==> config.mk <==
export PLATFORM = sky130hd
export DESIGN_NAME = two_wire_write_master
export DESIGN_NICKNAME = d
export VERILOG_FILES = /design/src/sv/twm_pkg.sv /design/src/sv/twm_seq.sv /design/src/sv/twm_out.sv /design/src/sv/two_wire_write_master.sv
export SDC_FILE = /design/constraint.sdc
export NUM_CORES = 1
export LEC_CHECK = 0
export BUFFER_PORTS_ARGS = -buffer_cell sky130_fd_sc_hd__buf_2
export CORE_MARGIN = 2
export CORE_UTILIZATION = 59
export CTS_CLUSTER_SIZE = 20
export DETAILED_ROUTE_END_ITERATION = 10
export GPL_ROUTABILITY_DRIVEN = 0
export PLACE_DENSITY_LB_ADDON = 0.3
export SYNTH_ARGS = -nofsm -noshare
export SYNTH_HDL_FRONTEND = slang
export SYNTH_SLANG_ARGS = --single-unit
==> constraint.sdc <==
create_clock -name clk -period 5.27 [get_ports clk]
set_input_delay 0.2635 -clock clk [delete_from_list [all_inputs] [get_ports clk]]
set_output_delay 0.2635 -clock clk [all_outputs]
set_load 0.01 [all_outputs]
==> src/sv/twm_pkg.sv <==
// twm_pkg: shared types and constants for the two-wire write master
// no dependencies
`default_nettype none

package twm_pkg;

  localparam int unsigned DATA_W    = 8;
  localparam int unsigned STRETCH_W = 8;
  localparam logic [STRETCH_W-1:0] STRETCH_RESET = 8'd20;

  typedef enum logic [1:0] {
    OP_TICK  = 2'd0,
    OP_START = 2'd1,
    OP_STOP  = 2'd2,
    OP_WRITE = 2'd3
  } op_t;

  typedef enum logic [8:0] {
    PH_IDLE        = 9'b0_0000_0001,
    PH_START_A     = 9'b0_0000_0010,
    PH_START_B     = 9'b0_0000_0100,
    PH_STOP_A      = 9'b0_0000_1000,
    PH_STOP_B      = 9'b0_0001_0000,
    PH_BIT_HIGH    = 9'b0_0010_0000,
    PH_BIT_STRETCH = 9'b0_0100_0000,
    PH_ACK_LOW     = 9'b0_1000_0000,
    PH_ACK_STRETCH = 9'b1_0000_0000
  } phase_t;

  typedef struct packed {
    logic scl_level;
    logic sda_level;
    logic busy_res;
    logic done_res;
  } res_t;

endpackage

`default_nettype wire

==> src/sv/twm_seq.sv <==
// twm_seq: phase sequencer, shift register and stretch counter
// depends on twm_pkg
`default_nettype none

module twm_seq #(
  parameter int unsigned BITS_PER_WORD = 8
) (
  input  wire logic                              clk,
  input  wire logic                              rst_n,
  input  wire logic                              accept,
  input  wire logic [1:0]                        op,
  input  wire logic [twm_pkg::DATA_W-1:0]        data_byte,
  input  wire logic                              scl_sense,
  input  wire logic [twm_pkg::STRETCH_W-1:0]     stretch_limit,
  output twm_pkg::res_t                          res_nxt
);
  import twm_pkg::*;

  localparam int unsigned BL_W = $clog2(BITS_PER_WORD + 1);

  phase_t               phase_r, phase_nxt;
  logic [DATA_W-1:0]    shift_r, shift_nxt;
  logic [BL_W-1:0]      bits_left_r, bits_left_nxt;
  logic [STRETCH_W-1:0] stretch_cnt_r, stretch_cnt_nxt;
  logic                 scl_r, scl_nxt;
  logic                 sda_r, sda_nxt;
  logic                 done;

  logic [STRETCH_W-1:0] cnt_base;
  logic                 keep_wait;
  logic [BL_W-1:0]      bl_dec;
  logic [DATA_W-1:0]    shift_dn;
  logic                 is_stretch;

  always_comb begin
    is_stretch = (phase_r == PH_BIT_STRETCH) || (phase_r == PH_ACK_STRETCH);
    cnt_base   = is_stretch ? stretch_cnt_r : '0;
    keep_wait  = !scl_sense && (cnt_base < stretch_limit);
    bl_dec     = (bits_left_r != '0) ? bits_left_r - 1'b1 : '0;
    shift_dn   = shift_r >> 1;
  end

  always_comb begin
    phase_nxt       = phase_r;
    shift_nxt       = shift_r;
    bits_left_nxt   = bits_left_r;
    stretch_cnt_nxt = stretch_cnt_r;
    scl_nxt         = scl_r;
    sda_nxt         = sda_r;
    done            = 1'b0;
    if (phase_r == PH_IDLE) begin
      case (op)
        OP_START: begin
          sda_nxt   = 1'b1;
          scl_nxt   = 1'b1;
          phase_nxt = PH_START_A;
        end
        OP_STOP: begin
          sda_nxt   = 1'b0;
          phase_nxt = PH_STOP_A;
        end
        OP_WRITE: begin
          shift_nxt     = data_byte;
          bits_left_nxt = BL_W'(BITS_PER_WORD);
          scl_nxt       = 1'b1;
          sda_nxt       = data_byte[0];
          phase_nxt     = PH_BIT_HIGH;
        end
        default: begin
        end
      endcase
    end else if (op == OP_TICK) begin
      case (phase_r)
        PH_START_A: begin
          sda_nxt   = 1'b0;
          phase_nxt = PH_START_B;
        end
        PH_START_B: begin
          scl_nxt   = 1'b0;
          phase_nxt = PH_IDLE;
          done      = 1'b1;
        end
        PH_STOP_A: begin
          scl_nxt   = 1'b1;
          phase_nxt = PH_STOP_B;
        end
        PH_STOP_B: begin
          sda_nxt   = 1'b1;
          phase_nxt = PH_IDLE;
          done      = 1'b1;
        end
        PH_BIT_HIGH, PH_BIT_STRETCH: begin
          if (phase_r == PH_BIT_HIGH) begin
            stretch_cnt_nxt = '0;
          end
          if (keep_wait) begin
            stretch_cnt_nxt = cnt_base + 1'b1;
            phase_nxt       = PH_BIT_STRETCH;
          end else begin
            bits_left_nxt = bl_dec;
            if (bl_dec == '0) begin
              scl_nxt   = 1'b0;
              sda_nxt   = 1'b1;
              phase_nxt = PH_ACK_LOW;
            end else begin
              shift_nxt = shift_dn;
              scl_nxt   = 1'b1;
              sda_nxt   = shift_dn[0];
              phase_nxt = PH_BIT_HIGH;
            end
          end
        end
        PH_ACK_LOW, PH_ACK_STRETCH: begin
          if (phase_r == PH_ACK_LOW) begin
            scl_nxt         = 1'b1;
            stretch_cnt_nxt = '0;
          end
          if (keep_wait) begin
            stretch_cnt_nxt = cnt_base + 1'b1;
            phase_nxt       = PH_ACK_STRETCH;
          end else begin
            scl_nxt   = 1'b0;
            sda_nxt   = 1'b0;
            phase_nxt = PH_IDLE;
            done      = 1'b1;
          end
        end
        default: begin
          phase_nxt = PH_IDLE;
        end
      endcase
    end
  end

  always_ff @(posedge clk) begin
    if (!rst_n) begin
      phase_r       <= PH_IDLE;
      shift_r       <= '0;
      bits_left_r   <= '0;
      stretch_cnt_r <= '0;
      scl_r         <= 1'b0;
      sda_r         <= 1'b0;
    end else if (accept) begin
      phase_r       <= phase_nxt;
      shift_r       <= shift_nxt;
      bits_left_r   <= bits_left_nxt;
      stretch_cnt_r <= stretch_cnt_nxt;
      scl_r         <= scl_nxt;
      sda_r         <= sda_nxt;
    end
  end

  always_comb begin
    res_nxt.scl_level = scl_nxt;
    res_nxt.sda_level = sda_nxt;
    res_nxt.busy_res  = (phase_nxt != PH_IDLE);
    res_nxt.done_res  = done;
  end

endmodule

`default_nettype wire

==> src/sv/twm_out.sv <==
// twm_out: result register stage with valid and stall
// depends on twm_pkg
`default_nettype none

module twm_out (
  input  wire logic          clk,
  input  wire logic          rst_n,
  input  wire logic          load,
  input  wire twm_pkg::res_t res_in,
  input  wire logic          out_stall,
  output logic               out_valid,
  output twm_pkg::res_t      res_out,
  output logic               busy_hold
);
  import twm_pkg::*;

  logic out_valid_r, out_valid_nxt;
  res_t res_r;

  always_comb begin
    if (load) begin
      out_valid_nxt = 1'b1;
    end else if (out_stall) begin
      out_valid_nxt = out_valid_r;
    end else begin
      out_valid_nxt = 1'b0;
    end
  end

  always_ff @(posedge clk) begin
    if (!rst_n) begin
      out_valid_r <= 1'b0;
    end else begin
      out_valid_r <= out_valid_nxt;
    end
  end

  always_ff @(posedge clk) begin
    if (load) begin
      res_r <= res_in;
    end
  end

  assign out_valid = out_valid_r;
  assign res_out   = res_r;
  // stage full and downstream stalled
  assign busy_hold = out_valid_r && out_stall;

endmodule

`default_nettype wire

==> src/sv/two_wire_write_master.sv <==
// two_wire_write_master: write-only two-wire master, LSB first, with clock stretch wait
// result of a transaction is registered and is on the out_ ports in the cycle after it is accepted
// throughput: one transaction per cycle while in_stall is low, set by the single result register
// reset (rst_n low, synchronous): phase idle, both drives low, stretch_limit 20
// depends on twm_pkg, twm_seq, twm_out
`default_nettype none

module two_wire_write_master #(
  parameter int unsigned BITS_PER_WORD = 8
) (
  input  wire logic                           clk,
  input  wire logic                           rst_n,
  input  wire logic                           in_valid,
  output logic                                in_stall,
  input  wire logic [1:0]                     in_op,
  input  wire logic [twm_pkg::DATA_W-1:0]     in_data_byte,
  input  wire logic                           in_scl_sense,
  output logic                                out_valid,
  input  wire logic                           out_stall,
  output logic                                out_scl_level,
  output logic                                out_sda_level,
  output logic                                out_busy_res,
  output logic                                out_done_res,
  input  wire logic                           cfg_we,
  input  wire logic [twm_pkg::STRETCH_W-1:0]  cfg_wdata
);
  import twm_pkg::*;

  logic [STRETCH_W-1:0] stretch_limit_r;
  logic                 accept;
  logic                 busy_hold;
  res_t                 res_nxt;
  res_t                 res_q;

  always_ff @(posedge clk) begin
    if (!rst_n) begin
      stretch_limit_r <= STRETCH_RESET;
    end else if (cfg_we) begin
      stretch_limit_r <= cfg_wdata;
    end
  end

  assign in_stall = busy_hold;
  assign accept   = in_valid && !busy_hold;

  twm_seq #(
    .BITS_PER_WORD(BITS_PER_WORD)
  ) u_seq (
    .clk           (clk),
    .rst_n         (rst_n),
    .accept        (accept),
    .op            (in_op),
    .data_byte     (in_data_byte),
    .scl_sense     (in_scl_sense),
    .stretch_limit (stretch_limit_r),
    .res_nxt       (res_nxt)
  );

  twm_out u_out (
    .clk       (clk),
    .rst_n     (rst_n),
    .load      (accept),
    .res_in    (res_nxt),
    .out_stall (out_stall),
    .out_valid (out_valid),
    .res_out   (res_q),
    .busy_hold (busy_hold)
  );

  assign out_scl_level = res_q.scl_level;
  assign out_sda_level = res_q.sda_level;
  assign out_busy_res  = res_q.busy_res;
  assign out_done_res  = res_q.done_res;

endmodule

`default_nettype wire
==> results.py <==
metrics = {
    "run_status": {
        "status": "completed",
    },
    "synth": {
        "avgSynthCellArea_um2": 7.908,
        "synth_ff_type": "dfxtp_1",
        "synth.net_count": 382,
        "yosys-top-cells-area": "dfxtp_1 (28%), nand2_1 (4.7%), a21oi_1 (4.7%), edfxtp_1 (4.3%), nor2_1 (3.7%)",
        "synthTopCellsByCount": "dfxtp_1 (39), nand2_1 (35), nor2_1 (27), a21oi_1 (26), clkbuf_1 (18)",
        "netlist.area_leader.share_pct": 28.21,
        "ys_seq_area_share_pct": 32.55,
        "synth_most_common_cell": "dfxtp_1",
        "syn-cell-area_um2": 2768,
        "synthArstFlopShare_pct": 0,
        "yosysTopAreaCell": "dfxtp_1",
        "ys_ff_latch": 43,
        "yosys_warnings": 0,
        "yosysUniqueCellTypes": 65,
        "syn-instance-count": 350,
        "synth-edff-count": 4,
    },
    "cells_and_area": {
        "multi_input_comb_area_um2": 1708,
        "ff_latch_area_um2": 900.9,
        "utilization_pct": 67.06,
        "syn_to_final_growth_pct": 7.685,
        "num-fill-cells": 386,
        "n_antenna_cell": 0,
        "layout.nets": 392,
        "post_route_cells_drive_above_1_share_pct": 13.02,
    },
    "die": {
        "dieArea_um2": 5255,
        "die_y_um": 72.49,
        "ioPinCount": 30,
        "start_util_pct": 62.27,
        "num_rows": 24,
        "fp.dieW_um": 72.49,
        "coreArea_um2": 4444,
    },
    "sta": {
        "fin_hold_ws_ps": 183.7,
        "maxSlewHeadroom_pct": 34.90,
        "finalSetupViolCount": 0,
        "worst_pin_slew_ps": 961.3,
        "hold_violations": 0,
        "finalCriticalPeriod_ps": 4415,
        "drv_slew": 0,
        "rsz0062_at_grt": "no",
        "min_period_over_period_pct": 83.77,
        "fmax_mhz": 226.5,
        "setup_tns_ps": 0,
        "skew_ps": 4.122,
    },
    "worst_setup_path": {
        "worst_path_max_delay_cell": "nor4_1",
        "crit_fanout": 17,
        "cp_slowest_stage_delay_ps": 680,
        "critPathLaunchType": "flop",
        "cp_cell_sequence": "or3_1, nand2b_1, nor4_1, and2_1, ha_1, nor2b_1, a2111oi_0, o221ai_2, or2_1, or4_1, o211ai_1",
        "arrival_ps": 4630,
        "worstSetupPathType": "reg2reg",
        "crit_required_ps": 5490,
        "critPathCaptureType": "flop",
    },
    "clock_network": {
        "cts_inserted_buffers": 5,
        "clk_pin_slew_ps": 80,
        "max-clock-path-buffers": 2,
        "cts_resized": 0,
        "clk_latency_ps": 290,
        "postCtsSetupBuffers": 0,
        "cts_tree": "done",
        "cts.sinks": 43,
        "cts-root-buf": "clkbuf_8",
        "h-tree-depth": 2,
        "holdBufCountCts": 0,
    },
    "routing": {
        "wl_per_cell_um": 16.22,
        "drt_first_pass_iters": 6,
        "wl_met2_mm": 3.060,
        "num_vias": 2700,
        "wl_met1_mm": 3.011,
        "drt_iter0_drc": 263,
        "drc": 0,
        "highest_layer": "met4",
        "wl_met3_um": 564,
        "drt_wl_total_mm": 6.700,
        "postRouteAntennaNets": 0,
        "via_per_inst": 6.538,
    },
    "place": {
        "io_buffers": 29,
        "hpwl_mm": 4.626,
    },
    "grt": {
        "grt_pass1_vias": 2449,
        "grt_use_total_pct": 26.50,
        "grt_max_degree": 26,
        "grt_antenna_before_repair": 0,
        "grt.overflow.total": 0,
        "grt_pass1_wl_mm": 11.13,
    },
    "pwr": {
        "power_leakage_nw": 1.183,
        "irDropWorstVdd_mv": 0.1623,
        "pwr_density_cell_nw_per_um2": 254.4,
    },
    "job": {
        "maxCapViolations": 0,
    },
    "worst_hold_path": {
        "holdCritPathClass": "in2reg",
    },
}
==> cell usage in the layout (no fill, tap or decap), types with 3 or more instances in the layout <==
cell type and instances:
a2111oi_0 3, a21o_1 3, a21oi_1 26, a22oi_1 10
a31oi_1 4, and2_1 15, and3_1 4, and4_1 3
buf_2 29, clkbuf_8 6, dfxtp_1 39, edfxtp_1 4
ha_1 8, inv_1 12, mux2i_1 6, nand2_1 35
nand3_1 11, nand4_1 4, nor2_1 27, nor3_1 10
nor4_1 9, o211a_1 4, o211ai_1 5, o21a_1 4
o21ai_0 14, or3_1 8, or4_1 5, xnor2_1 5
xor2_1 3
==> state kept, by name, summed over array words and instances, names as in the netlist <==
register	count
stretch_limit_r	8
u_out.out_valid	1
u_out.res_out	4
u_seq.bits_left_r	4
u_seq.phase_r	9
u_seq.scl_r	1
u_seq.sda_r	1
u_seq.shift_r	7
u_seq.stretch_cnt_r	8
==> layout make-up <==
class / instances / share of cell area [%]
flip-flops and latches: 43 / 30.23
multi-input cells: 268 / 57.30
clock buffers: 7 / 3.610
repair buffers: 29 / 4.870
well taps: 52 / 2.183
clock inverters: 1 / 0.1679
inverters: 13 / 1.637
==> cell families (layout without fill, tap and decap cells) <==
family | Yosys count | after routing | share of synthesized area, %
buffers and inverters | 39 | 50 | 5.741
AOI/OAI and AO/OA | 103 | 103 | 26.13
adders and majority gates | 8 | 8 | 3.617
muxes | 6 | 6 | 2.170
DFF | 43 | 43 | 32.55
xor gates and xnor gates | 8 | 8 | 2.532
and+or+nand+nor | 143 | 143 | 27.26
==> worst max-delay path: cells and delay by family, from the launching register on <==
kind	cells	cell delay, ps
adder cells (fa/ha/maj)	1	260
AO/OA/AOI/OAI	3	890
AND/OR/NAND/NOR	7	2820
flip-flops	1	380
==> routing by layer <==
metal	global-route usage, %	vias up
met2	41.79	148
met4	8.025	0
met1	37.11	1219
met3	4.722	10
met5	0	-
li1	-	1323
==> stage by stage <==
| stage | setup WS (ps) | instances | instance area (um2) | power, mW |
|---|---|---|---|---|
| 3_3_place_gp | 1086 | 405 | 2868 | 0.5114 |
| 4_1_cts | 865.7 | 413 | 2980 | 0.7596 |
| 5_1_grt | 466.2 | 413 | 2980 | 0.7950 |
| 2_1_floorplan | 1340 | 350 | 2768 | 0.4781 |
| 3_5_place_dp | 883.4 | 405 | 2868 | 0.5131 |
| 6_report | 855.2 | 413 | 2980 | 0.7582 |
==> power by group <==
| part | switching [mW] | total [mW] | internal, mW |
|---|---|---|---|
| Sequential | 0.0172 | 0.364 | 0.347 |
| Clock | 0.112 | 0.247 | 0.134 |
| Combinational | 0.0906 | 0.147 | 0.0566 |
==> path summary, 6_finish.rpt <==
| kind | start | to | slack, ps | cells past startpoint |
|---|---|---|---|---|
| worst max-delay path | u_seq.phase_r[0]$_SDFFE_PN1P_ | u_seq.stretch_cnt_r[7]$_SDFFE_PN0P_ | 860 | 11 |
| worst max register to register | u_seq.phase_r[0]$_SDFFE_PN1P_ | u_seq.stretch_cnt_r[7]$_SDFFE_PN0P_ | 860 | 11 |
| worst min register to register | u_seq.shift_r[2]$_SDFFE_PN0P_ | u_seq.shift_r[2]$_SDFFE_PN0P_ | 460 | 2 |
| worst min-delay path | cfg_wdata[2] | stretch_limit_r[2]$_SDFFE_PN1P_ | 180 | 3 |
No activity file was read; power rests on OpenSTA's default activity.
